--- config.mk ---
export PLATFORM = sky130hd
export DESIGN_NAME = etfs_tally
export DESIGN_NICKNAME = d
export VERILOG_FILES = /design/src/sv/etfs_pkg.sv /design/src/sv/etfs_ram.sv /design/src/sv/etfs_tally.sv
export SDC_FILE = /design/constraint.sdc
export NUM_CORES = 1
export LEC_CHECK = 0
export BUFFER_PORTS_ARGS = -buffer_cell sky130_fd_sc_hd__buf_2
export CAP_MARGIN = 20
export CELL_PAD_IN_SITES_DETAIL_PLACEMENT = 0
export CELL_PAD_IN_SITES_GLOBAL_PLACEMENT = 2
export CORE_ASPECT_RATIO = 1.75
export CORE_MARGIN = 1.5
export CORE_UTILIZATION = 54
export DETAILED_ROUTE_END_ITERATION = 8
export HOLD_SLACK_MARGIN = 0.03
export PLACE_DENSITY = 0.93
export SLEW_MARGIN = 10
export SYNTH_ARGS = -nofsm -noshare
export SYNTH_HDL_FRONTEND = slang
export SYNTH_SLANG_ARGS = --single-unit
--- constraint.sdc ---
create_clock -name clk -period 11.1 [get_ports clk]
set_input_delay 0.555 -clock clk [delete_from_list [all_inputs] [get_ports clk]]
set_output_delay 0.555 -clock clk [all_outputs]
set_load 0.05 [all_outputs]
--- src/sv/etfs_pkg.sv ---
// Shared constants and types of the event tally and first-seen filter.
package etfs_pkg;

	localparam int TABLE_DEPTH = 256;
	localparam int SITE_COUNT  = 18;

	localparam int TABLE_AW  = $clog2(TABLE_DEPTH);
	localparam int FILL_W    = TABLE_AW + 1;
	localparam int SITE_AW   = (SITE_COUNT > 1) ? $clog2(SITE_COUNT) : 1;
	localparam int INDEX_W   = 5;
	localparam int TAG_W     = 16;
	localparam int KEY_W     = 32;
	localparam int COUNT_W   = 32;

	localparam logic [TAG_W-1:0] FAIL_TAG_BASE = 16'h1000;

	typedef struct packed {
		logic               counted;
		logic [INDEX_W-1:0] counter_index;
		logic               succeeded;
		logic [TAG_W-1:0]   site_tag;
		logic [KEY_W-1:0]   key_a;
		logic [KEY_W-1:0]   key_b;
	} evt_t;

	typedef struct packed {
		logic               first_seen;
		logic               table_full;
		logic [COUNT_W-1:0] ok_count;
		logic [COUNT_W-1:0] bad_count;
	} res_t;

	typedef struct packed {
		logic [TAG_W-1:0] tag;
		logic [KEY_W-1:0] key_a;
		logic [KEY_W-1:0] key_b;
	} seen_entry_t;

	typedef struct packed {
		logic [COUNT_W-1:0] ok_count;
		logic [COUNT_W-1:0] bad_count;
	} tally_pair_t;

	typedef struct packed {
		logic        done;
		tally_pair_t counts;
	} tally_res_t;

	typedef struct packed {
		logic done;
		logic first_seen;
		logic busy;
		logic table_full;
	} srch_res_t;

endpackage

--- src/sv/etfs_ram.sv ---
// Generic synchronous RAM with one write port and one registered read port.
module etfs_ram #(
	parameter int WIDTH = 8,
	parameter int DEPTH = 16
) (
	input  logic                                    clk,
	input  logic                                    we,
	input  logic [((DEPTH > 1) ? $clog2(DEPTH) : 1)-1:0] waddr,
	input  logic [WIDTH-1:0]                        wdata,
	input  logic                                    re,
	input  logic [((DEPTH > 1) ? $clog2(DEPTH) : 1)-1:0] raddr,
	output logic [WIDTH-1:0]                        rdata
);

	logic [WIDTH-1:0] mem [DEPTH];

	always_ff @(posedge clk) begin
		if (we) begin
			mem[waddr] <= wdata;
		end
		if (re) begin
			rdata <= mem[raddr];
		end
	end

endmodule

--- src/sv/etfs_tally.sv ---
// Per-site success and failure counters kept in a RAM with read-modify-write.
module etfs_tally
	import etfs_pkg::*;
(
	input  logic               clk,
	input  logic               arst_n,
	input  logic               start,
	input  logic [INDEX_W-1:0] index,
	input  logic               succeeded,
	output tally_res_t         res
);

	logic [SITE_AW-1:0]    idx_q;
	logic                  ok_q;
	logic                  pend_q;
	logic [SITE_COUNT-1:0] valid_q;
	tally_pair_t           rd_data;
	tally_pair_t           cur;
	tally_pair_t           upd;

	always_ff @(posedge clk) begin
		if (start) begin
			idx_q <= SITE_AW'(index);
			ok_q  <= succeeded;
		end
	end

	always_ff @(posedge clk or negedge arst_n) begin
		if (!arst_n) begin
			pend_q  <= 1'b0;
			valid_q <= '0;
		end else begin
			pend_q <= start;
			if (pend_q) begin
				valid_q[idx_q] <= 1'b1;
			end
		end
	end

	// Entries never written since reset read as zero.
	always_comb begin
		cur = valid_q[idx_q] ? rd_data : '0;
		upd = cur;
		if (ok_q) begin
			upd.ok_count = cur.ok_count + COUNT_W'(1);
		end else begin
			upd.bad_count = cur.bad_count + COUNT_W'(1);
		end
	end

	etfs_ram #(
		.WIDTH($bits(tally_pair_t)),
		.DEPTH(SITE_COUNT)
	) u_cnt_ram (
		.clk  (clk),
		.we   (pend_q),
		.waddr(idx_q),
		.wdata(upd),
		.re   (start),
		.raddr(SITE_AW'(index)),
		.rdata(rd_data)
	);

	assign res.done   = pend_q;
	assign res.counts = upd;

endmodule

After elaboration in Yosys (flattened, before gate mapping) --
Memory sizes are Yosys's and may differ from the RTL's. A register that Yosys moved wholly into a read port is not among the register bits. Index checks and enable logic that the tools add are counted.
Operators by class: muxes and demuxes 9, add/sub/neg operators 2, reductions and logical operators 1, bitwise operators 1, magnitude comparators 2
Operators with widths (count):
- 32-bit by 1-bit adder with 32-bit output, second input constant | 2
- 32-bit two-way mux | 2
- 64-bit two-way mux | 1
- 18-bit bitwise OR | 1
- 5-bit by 6-bit less-than comparator with 1-bit output, second input constant | 1
- 1-bit binary-select mux with 5-bit select | 1
- 1-bit demux with 5-bit select | 1
- 5-bit by 1-bit >= comparator with 1-bit output, second input constant | 1
- 1-bit two-way mux | 4
- 1-bit logical AND | 1
Word-level totals: memories 1, bits of input ports 9, output and inout port bits 65, bits in writable memories 1152, logic and storage cells 20, bits in registers 25
Memories:
- u_cnt_ram.mem | words 18, width 64, read ports 1, clocked after Yosys merged registers in 1, wr ports 1, line etfs_ram.sv:15 | logic [WIDTH-1:0] mem [DEPTH];

Longest topological paths before layout --
Gate-level depths: netlist of run 1.
word-level depth 5, depth in mapped cells 13, mapped depth without buffers 11

Modules after synthesis --
From an unflattened synthesis of run 1, not the netlist that was laid out.
Unflattened totals: cells, all modules 2412, area, all modules 48550.3 µm²
By module, submodules not included:
- etfs_ram | cells an instance 2068, seq. area each 36515.0 µm², times used 1, area each 45937.8 µm²
- etfs_tally | cells an instance 344, seq. area each 655.6 µm², times used 1, area each 2612.5 µm²

Worst setup path before layout of run 1 --
No wires, ideal clock.
path type reg2out, start point register idx_q[1], end point output port res[48] (netlist name), slack 6.702 ns, required time 10.545 ns, cell stages (with the launch flop) 13, path buffers 1, arrival time 3.843 ns, cells stage by stage edfxtp_1 > buf_2 > or3b_2 > o22a_1 > o21ai_1 > o21ai_0 > inv_1 > ha_1 > nand2_1 > nor4_2 > nand4_1 > xor2_1 > nor2_1
RTL lines:
- start: declaration | line etfs_tally.sv:13 | logic [SITE_AW-1:0] idx_q;
- start signal: assignment | line etfs_tally.sv:23 | idx_q <= SITE_AW'(index);
- end: declaration | line etfs_tally.sv:10 | output tally_res_t res

==> results of run 1 <==
critical path: cells and delay by family (launching register included):
kind / cells / cell delay [ns]
xor gates and xnor gates: 1 / 0.10
adders and majority gates: 1 / 0.17
and+or+nand+nor: 5 / 3.10
buffers and inverters: 2 / 0.51
AOI/OAI and AO/OA: 3 / 0.79
DFF: 1 / 0.50
path summary, 6_finish.rpt:
kind	cells after the start	startpoint	end
setup / recovery	12	idx_q[3]	res[20]
hold / removal	1	succeeded	ok_q
setup reg to reg	11	idx_q[3]	u_cnt_ram.mem[11][20]
hold reg to reg	1	valid_q[14]	valid_q[14]
max in group asynchronous	2	arst_n	valid_q[14]
min in group asynchronous	2	arst_n	pend_q
through the flow:
stage                     cells  total power [mW]  setup WS (ns)   util
after floorplan            2255              6.02           6.70      -
after global placement     3449              6.23           5.68  0.569
after detailed placement   3450              6.26           5.45  0.569
after CTS                  3636              9.96           4.65  0.609
after global routing       3650              10.2           4.41  0.610
final                      3650              9.92           4.68  0.610
synthesized netlist by cell type (5+ instances only):
cell type	number
edfxtp_1	1222
mux4_2	258
mux2i_1	131
nor2_1	88
nor2b_1	67
a2111oi_0	64
a221oi_1	64
clkbuf_1	59
xor2_1	40
buf_2	36
nand3_1	26
nand2_1	22
xnor2_1	22
nand4_1	21
dfrtp_1	19
or2_2	18
buf_4	13
inv_1	11
and4_1	10
buf_1	10
o21ai_0	9
buf_6	8
nor3_1	8
and3_1	5
state kept, by name (all words and copies together), names as in the netlist:
name,cells
u_cnt_ram.mem,1152
u_cnt_ram.rdata,64
valid_q,18
idx_q,5
ok_q,1
pend_q,1
logic make-up after synthesis:
logic type | share of synthesized area
buf+inv | 0.0139
flops | 0.771
mux | 0.148
xor+xnor | 0.0113
fa+ha+maj | 0.000519
simple gates | 0.0309
compound gates | 0.0251
repair_timing:
item                                   CTS  global route
hold buffers                             1             0
setup endpoints to repair                0             0
resized for setup                        0             0
endpoints found under the hold margin   19             0
routing by layer:
layer	global-route usage	part of all wire
met1	0.305	0.37
met5	0	0
met3	0.0337	0.066
met4	0.0987	0.036
met2	0.434	0.53
power by group:
part	switching, mW	total (mW)	internal (mW)
combinational	0.532	0.765	0.233
clock	1.63	3.75	2.11
sequential	0.0469	5.41	5.36
total	2.21	9.92	7.71
area by class of cell:
class,count,area (um2),share of cell area
tap,1168,1460,0.0271
sequential,1241,37200,0.690
clock buffer,115,2600,0.0483
inverter,11,41.3,0.000767
clock inverter,70,891,0.0165
multi-input combinational,877,10500,0.196
timing repair buffer,168,1160,0.0215
==> impl_metrics.yaml, run 1 <==
clocking:
  clkTransAtPathRegs_ns: 0.07
  post_cts_buffers: 0
  clk_path_buf_depth: 3
  cts-htree-levels: 3
  clk_latency_ns: 0.72
  cts_tree: "done"
  numCtsBuffers: 100
  cts.sinks: 1241
  root_buffer: "clkbuf_16"
synth:
  ys.flop_type: "edfxtp_1"
  synth_edf_count: 1222
  synthesis.area_um2: 48200
  yosys.cell_types.count: 39
  synthTopCellsByArea: "edfxtp_1 (76%), mux4_2 (12%), mux2i_1 (2.7%), a2111oi_0 (1.2%), a221oi_1 (1.2%)"
  netlist.area_leader.share: 0.761
  ys_warn_count: 0
  synth_fp_nets: 2266
  synth_area_per_cell_um2: 21.4
  synth-seq-cells: 1241
  syn_inst: 2255
  synth_async_sr_flop_share: 0.0153
  yosysSeqAreaShare: 0.771
  yosysTopAreaCell: "edfxtp_1"
place:
  numPortBuffers: 73
  dpl_cell_area_um2: 50200
  hpwl_um: 54800
  routabilityCongestion: 0.782
floorplanning:
  core_area_um2: 88300
  die_height_um: 398
  io_pins: 74
  die_x_um: 229
  core.rowCount: 144
  initial_core_util: 0.546
  dieArea_um2: 91200
layout:
  drive_gt1_frac: 0.250
  areaGrowthSynthToFinish_pct: 11.7
  fin_area_um2: 53900
  fillerInstances: 5992
  final_common_cell: "edfxtp_1"
  layout_common_cells: "edfxtp_1 (1,222), mux4_2 (258), mux2i_1 (131)"
  diodes: 0
  final_net_count: 2410
status:
  status: "finished clean"
worst_setup_path:
  worstSetupEndpointType: "output port"
  required_ns: 10.55
  arrival_ns: 5.86
  reg2reg_slack_ns: 6.00
  cp_slowest_cell: "nor2b_1"
  critical_path.max_stage_delay_ns: 0.86
  crit_fanout: 19
  cp-start-kind: "flop"
  worstPathCellList: "or3b_1 > o22a_1 > o21ai_1 > o21ai_0 > inv_1 > ha_1 > nor2b_1 > nand4_1 > nor3_1 > xnor2_1 > nor2_1 > buf_2"
  critPathKind: "flop to output port"
worst_hold_path:
  hp-class: "input port to flop"
power_and_ir_drop:
  ir_drop_v: 0.000132
  leakage_nw: 17.3
  powerDensity_nw_per_um2: 184
routing:
  first_pass_iters: 5
  wl_per_cell_um: 30.0
  vias: 23506
  drc: 0
  totalWireLength_um: 110000
  avgViaCountPerCell: 6.44
  drtAntennaViolNets: 0
  drt_iter0_markers: 2381
sta:
  finClkSkew_ns: 0.0410
  rsz0062_at_grt: "false"
  setup_viol: 0
  hold_viol_final: 0
  post-route-period-util: 0.578
  worstMarginPinSlew_ns: 1.12
  drv_slew: 0
  max_freq_mhz: 156
  max-slew-margin-rel: 0.252
  fin_crit_ns: 6.42
  finalSetupTns_ns: 0
  fin_hold_ws_ns: 0.0986
global_routing:
  antenna_found_initial: 0
  grt_pass1_wl_um: 161000
  grt_pass1_vias: 24660
  grt_usage: 0.245
  grt_overflow: 0
  grt_max_degree: 78
run:
  cap_violations: 0
(Power assumes the default switching activity.)
==> run 2, diff against run 1 <==
- CORE_UTILIZATION: 54 -> 45
- PLACE_DENSITY: 0.93 -> 0.84
- clock period: 11.1 -> 5.75 ns (I/O delays scaled with it)
==> impl_metrics.yaml, run 2 (synthesis results as in run 1) <==
status:
  status: "finished clean"
routing:
  totalWireLength_um: 113000
  vias: 23324
  wl_per_cell_um: 29.1
  drt_iter0_markers: 2374
  avgViaCountPerCell: 6.03
  first_pass_iters: 5
  drtAntennaViolNets: 0
  drc: 0
sta:
  setup_viol: 0
  fin_crit_ns: 5.22
  post-route-period-util: 0.908
  drv_slew: 0
  worstMarginPinSlew_ns: 1.12
  max_freq_mhz: 191
  max-slew-margin-rel: 0.233
  worst_slack_ns: 0.527
  finClkSkew_ns: 0.0348
  finalSetupTns_ns: 0
  hold_viol_final: 0
  rsz0062_at_grt: "false"
worst_setup_path:
  crit_top_cell: "nand2_1"
  worstSetupEndpointType: "output port"
  worstPathCellList: "or3b_2 > o32ai_1 > o22a_1 > o21ai_0 > inv_1 > ha_1 > nand2_1 > nor4_2 > nand2_1 > xor2_1 > nor2_1 > buf_2"
  arrival_ns: 4.94
  cp_slowest_cell: "nor2_1"
  cp_num_buf_inv: 2
  crit_fanout: 19
  required_ns: 5.46
  critPathKind: "flop to output port"
  critical_path.max_stage_delay_ns: 0.75
  cp-start-kind: "flop"
  reg2reg_slack_ns: 1.57
  path_delay_family: "simple AND/OR/NAND/NOR gates"
floorplanning:
  die_x_um: 250
  dieArea_um2: 109000
  initial_core_util: 0.454
  core.rowCount: 158
  die_height_um: 436
  io_pins: 74
  core_area_um2: 106000
layout:
  finalNonFillerCells: 3865
  multi_input_area_um2: 10600
  final_net_count: 2428
  areaGrowthSynthToFinish_pct: 12.2
  fillerInstances: 8071
  drive_gt1_frac: 0.255
  largest_reg_flops: 1152
  utilization: 0.510
  ff_latch_area_um2: 37200
  top_register: "u_cnt_ram.mem"
  layout_common_cells: "edfxtp_1 (1,222), mux4_2 (258), mux2i_1 (131)"
  final_common_cell: "edfxtp_1"
  reg.largest.list: "u_cnt_ram.mem (1152), u_cnt_ram.rdata (64), valid_q (18)"
power_and_ir_drop:
  power.clock.fraction: 0.366
  netSwitchingPower_mw: 4.32
  combPwrFrac: 0.080
  leakage_nw: 17.3
  power_frac_seq: 0.554
  power_mw: 18.8
  ir_drop_v: 0.000243
  switching_share: 0.230
  cell_internal_pwr_mw: 14.5
  powerDensity_nw_per_um2: 348
place:
  hpwl_um: 57300
  numPortBuffers: 73
  routabilityCongestion: 0.786
  dp_worst_setup_slack_ns: 1.02
  placed_cells: 3659
clocking:
  numCtsBuffers: 103
  clk_path_buf_depth: 3
  clk_latency_ns: 0.71
  root_buffer: "clkbuf_16"
  cts_tree: "done"
  clkTransAtPathRegs_ns: 0.07
  cts.sinks: 1241
  cts-htree-levels: 3
worst_hold_path:
  hp-class: "input port to flop"
global_routing:
  grt_overflow: 0
  grt_max_degree: 119
  grt_pass1_wl_um: 165000
  antenna_found_initial: 1
  grt_pass1_vias: 24722
  grt_usage: 0.209
run:
  cap_violations: 0
run 2: worst paths after layout:
check | start | depth (start not counted) | to
min | start | 1 | u_cnt_ram.rdata[61]
max | idx_q[3] | 12 | res[46]
max reg2reg | idx_q[3] | 13 | u_cnt_ram.mem[2][26]
max in group asynchronous | arst_n | 2 | valid_q[16]
min in group asynchronous | arst_n | 2 | valid_q[9]
min reg2reg | valid_q[10] | 1 | valid_q[10]
run 2: area by class of cell:
class	count	share of cell area
flip-flops and latches	1241	0.687
multi-input cells	877	0.195
clock buffers	124	0.0499
well taps	1360	0.0314
repair buffers	183	0.0254
clock inverters	68	0.0109
inverters	11	0.000763
diodes	1	0.0000462
run 2: repair_timing:
| action | 4_1_cts | 5_1_grt |
|---|---|---|
| setup endpoints to repair | 0 | 1 |
| endpoints found under the hold margin | 20 | 0 |
| setup buffers | 0 | 0 |
| gates resized for setup | 0 | 1 |
| hold buffers | 2 | 0 |
run 2: per-layer routing:
metal,vias to the layer above,global-route usage,wire (um)
met1,12520,0.262,43100
met3,182,0.0268,5960
met5,-,0,0
met4,0,0.0683,3140
li1,9790,-,-
met2,832,0.376,60400
run 2: through the flow:
step                      area (um2)  hold slack [ns]
after global placement         50700            0.242
after floorplan                48200         -0.00809
after global routing           54100           0.0925
after CTS                      54000           0.0562
final                          54100            0.116
after detailed placement       50700            0.248
run 2: power by group through the flow:
stage	Combinational, mW	Sequential (mW)	Clock [mW]
after floorplan	0.999	10.6	0
after CTS	1.51	10.4	7.01
after global routing	1.62	10.4	7.33
final	1.51	10.4	6.88
after detailed placement	1.51	10.6	0
after global placement	1.46	10.6	0
run 2: worst reg2reg max path, stage by stage (launching register included):
cell and delay, ns:
edfxtp_1 0.50, or3b_2 0.60, o32ai_1 0.35, o22a_1 0.36
o21ai_0 0.19, inv_1 0.10, ha_1 0.17, nor2b_1 0.14
buf_4 0.22, nand4_1 0.40, nor4_1 0.39, xnor2_1 0.16
nor2_1 0.10, buf_4 0.23
==> run 3, diff against run 2 <==
- CTS_BUF_LIST: default -> sky130_fd_sc_hd__clkbuf_16
- RECOVER_POWER: default -> 50
- clock period: 5.75 -> 4.4 ns (I/O delays scaled with it)
==> impl_metrics.yaml, run 3 (synthesis results as in run 1) <==
status:
  status: "complete, but fails checks"
  violations: "max-capacitance violations, max-slew violations"
place:
  routabilityCongestion: 0.768
  dp_worst_setup_slack_ns: 0.0324
  hpwl_um: 60000
  numPortBuffers: 73
  dpl_cell_area_um2: 51300
sta:
  worst_slack_ns: 0.126
  post-route-period-util: 0.971
  fin_crit_ns: 4.27
  hold_viol_final: 0
  drv_slew: 837
  max_freq_mhz: 234
  setup_viol: 0
  finalSetupTns_ns: 0
  finClkSkew_ns: 0.0311
  worstMarginPinSlew_ns: 4.22
  fin_hold_ws_ns: 0.327
  max-slew-margin-rel: -1.81
routing:
  drt_iter0_markers: 2010
  vias: 23480
  drtAntennaViolNets: 0
  totalWireLength_um: 114000
  avgViaCountPerCell: 5.99
  first_pass_iters: 7
  drc: 0
  wl_per_cell_um: 29.1
worst_hold_path:
  hp-class: "input port to asynchronous set/reset pin"
power_and_ir_drop:
  powerDensity_nw_per_um2: 456
  power_mw: 25.1
  leakage_nw: 17.8
  ir_drop_v: 0.000359
worst_setup_path:
  arrival_ns: 4.75
  ff2ff_path_depth: 4
  cp-start-kind: "input port"
  critPathKind: "input port to flop"
  required_ns: 4.88
  r2r_end: "u_cnt_ram.mem[14][24]"
  worstSetupEndpointType: "flop"
  reg2reg_slack_ns: 0.20
  crit_fanout: 50
  r2r-start: "idx_q[1]"
clocking:
  clkTransAtPathRegs_ns: 0.07
  numCtsBuffers: 102
  root_buffer: "clkbuf_16"
  cts-htree-levels: 3
  cts.sinks: 1241
  clk_path_buf_depth: 3
  clk_latency_ns: 0.71
  cts_tree: "done"
layout:
  top_register: "u_cnt_ram.mem"
  areaGrowthSynthToFinish_pct: 14.0
  largest_reg_flops: 1152
  final_common_cell: "edfxtp_1"
  final_net_count: 2492
  fin_area_um2: 55000
  fillerInstances: 8052
  layout_common_cells: "edfxtp_1 (1,222), mux4_2 (258), mux2i_1 (131)"
  reg.largest.list: "u_cnt_ram.mem (1152), u_cnt_ram.rdata (64), valid_q (18)"
  drive_gt1_frac: 0.267
global_routing:
  grt_pass1_vias: 24938
  grt_pass1_wl_um: 167000
  antenna_found_initial: 0
  grt_max_degree: 97
  grt_overflow: 0
  grt_usage: 0.210
floorplanning:
  dieArea_um2: 109000
  initial_core_util: 0.454
  die_x_um: 250
  core_area_um2: 106000
  core.rowCount: 158
  io_pins: 74
  die_height_um: 436
run:
  cap_violations: 27
==> run 3: cell count changes in the layout (fill, tap and decap cells not counted), sizes merged <==
cell / delta
buf: +22
bufinv: +7
clkbuf: +24
clkinvlp: -8
diode: +1
dlygate4sd3: +1
inv: +9
==> run 3: worst max-delay path: stages <==
cell and delay, ns:
clkbuf_2 0.46, clkbuf_1 3.00, a2111oi_0 0.50, a221oi_1 0.52
==> run 3: routing by layer <==
metal | up-vias | GRT usage | routed length (um)
li1 | 9883 | - | -
met5 | - | 0 | 0
met4 | 0 | 0.0714 | 3530
met1 | 12621 | 0.253 | 42900
met3 | 176 | 0.0310 | 5880
met2 | 800 | 0.383 | 61900
==> run 3: timing repair <==
item / CTS / global route
cloned: 0 / 0
setup buffers: 5 / 25
hold endpoints to repair: 21 / 0
gates resized for setup: 33 / 19
pin swaps: 1 / 5
endpoints found under the setup margin: 29 / 28
hold buffers: 3 / 0
==> run 3: layout make-up <==
cell class,instances,area [um2],area share
inverters,11,41.3,0.000751
repair buffers,248,2050,0.0373
clock inverters,76,734,0.0134
flip-flops and latches,1241,37200,0.676
clock buffers,106,2650,0.0483
well taps,1360,1700,0.0310
multi-input cells,877,10600,0.193
diodes,2,5.00,0.0000911
==> run 3: metrics by stage <==
step,std cells,utilization
6_report,3921,0.518
5_1_grt,3919,0.518
3_5_place_dp,3696,0.483
4_1_cts,3886,0.517
3_3_place_gp,3696,0.483
2_1_floorplan,2255,-
==> run 3: worst max-delay path by stage <==
stage	start	end	slack [ns]	cells after the start
floorplan	idx_q[1]	u_cnt_ram.mem[0][54]	0.15	12
global placement	idx_q[1]	res[24]	0.19	13
detailed placement	idx_q[1]	res[20]	0.03	13
CTS	idx_q[2]	res[20]	-0.07	14
global route	idx_q[3]	res[20]	-0.06	14
finish	index[2]	u_cnt_ram.rdata[7]	0.13	4
==> run 3: power by group <==
group          internal (mW)  switching, mW
combinational          0.748           1.41
clock                   5.18           4.12
sequential              13.5          0.107
total                   19.5           5.64
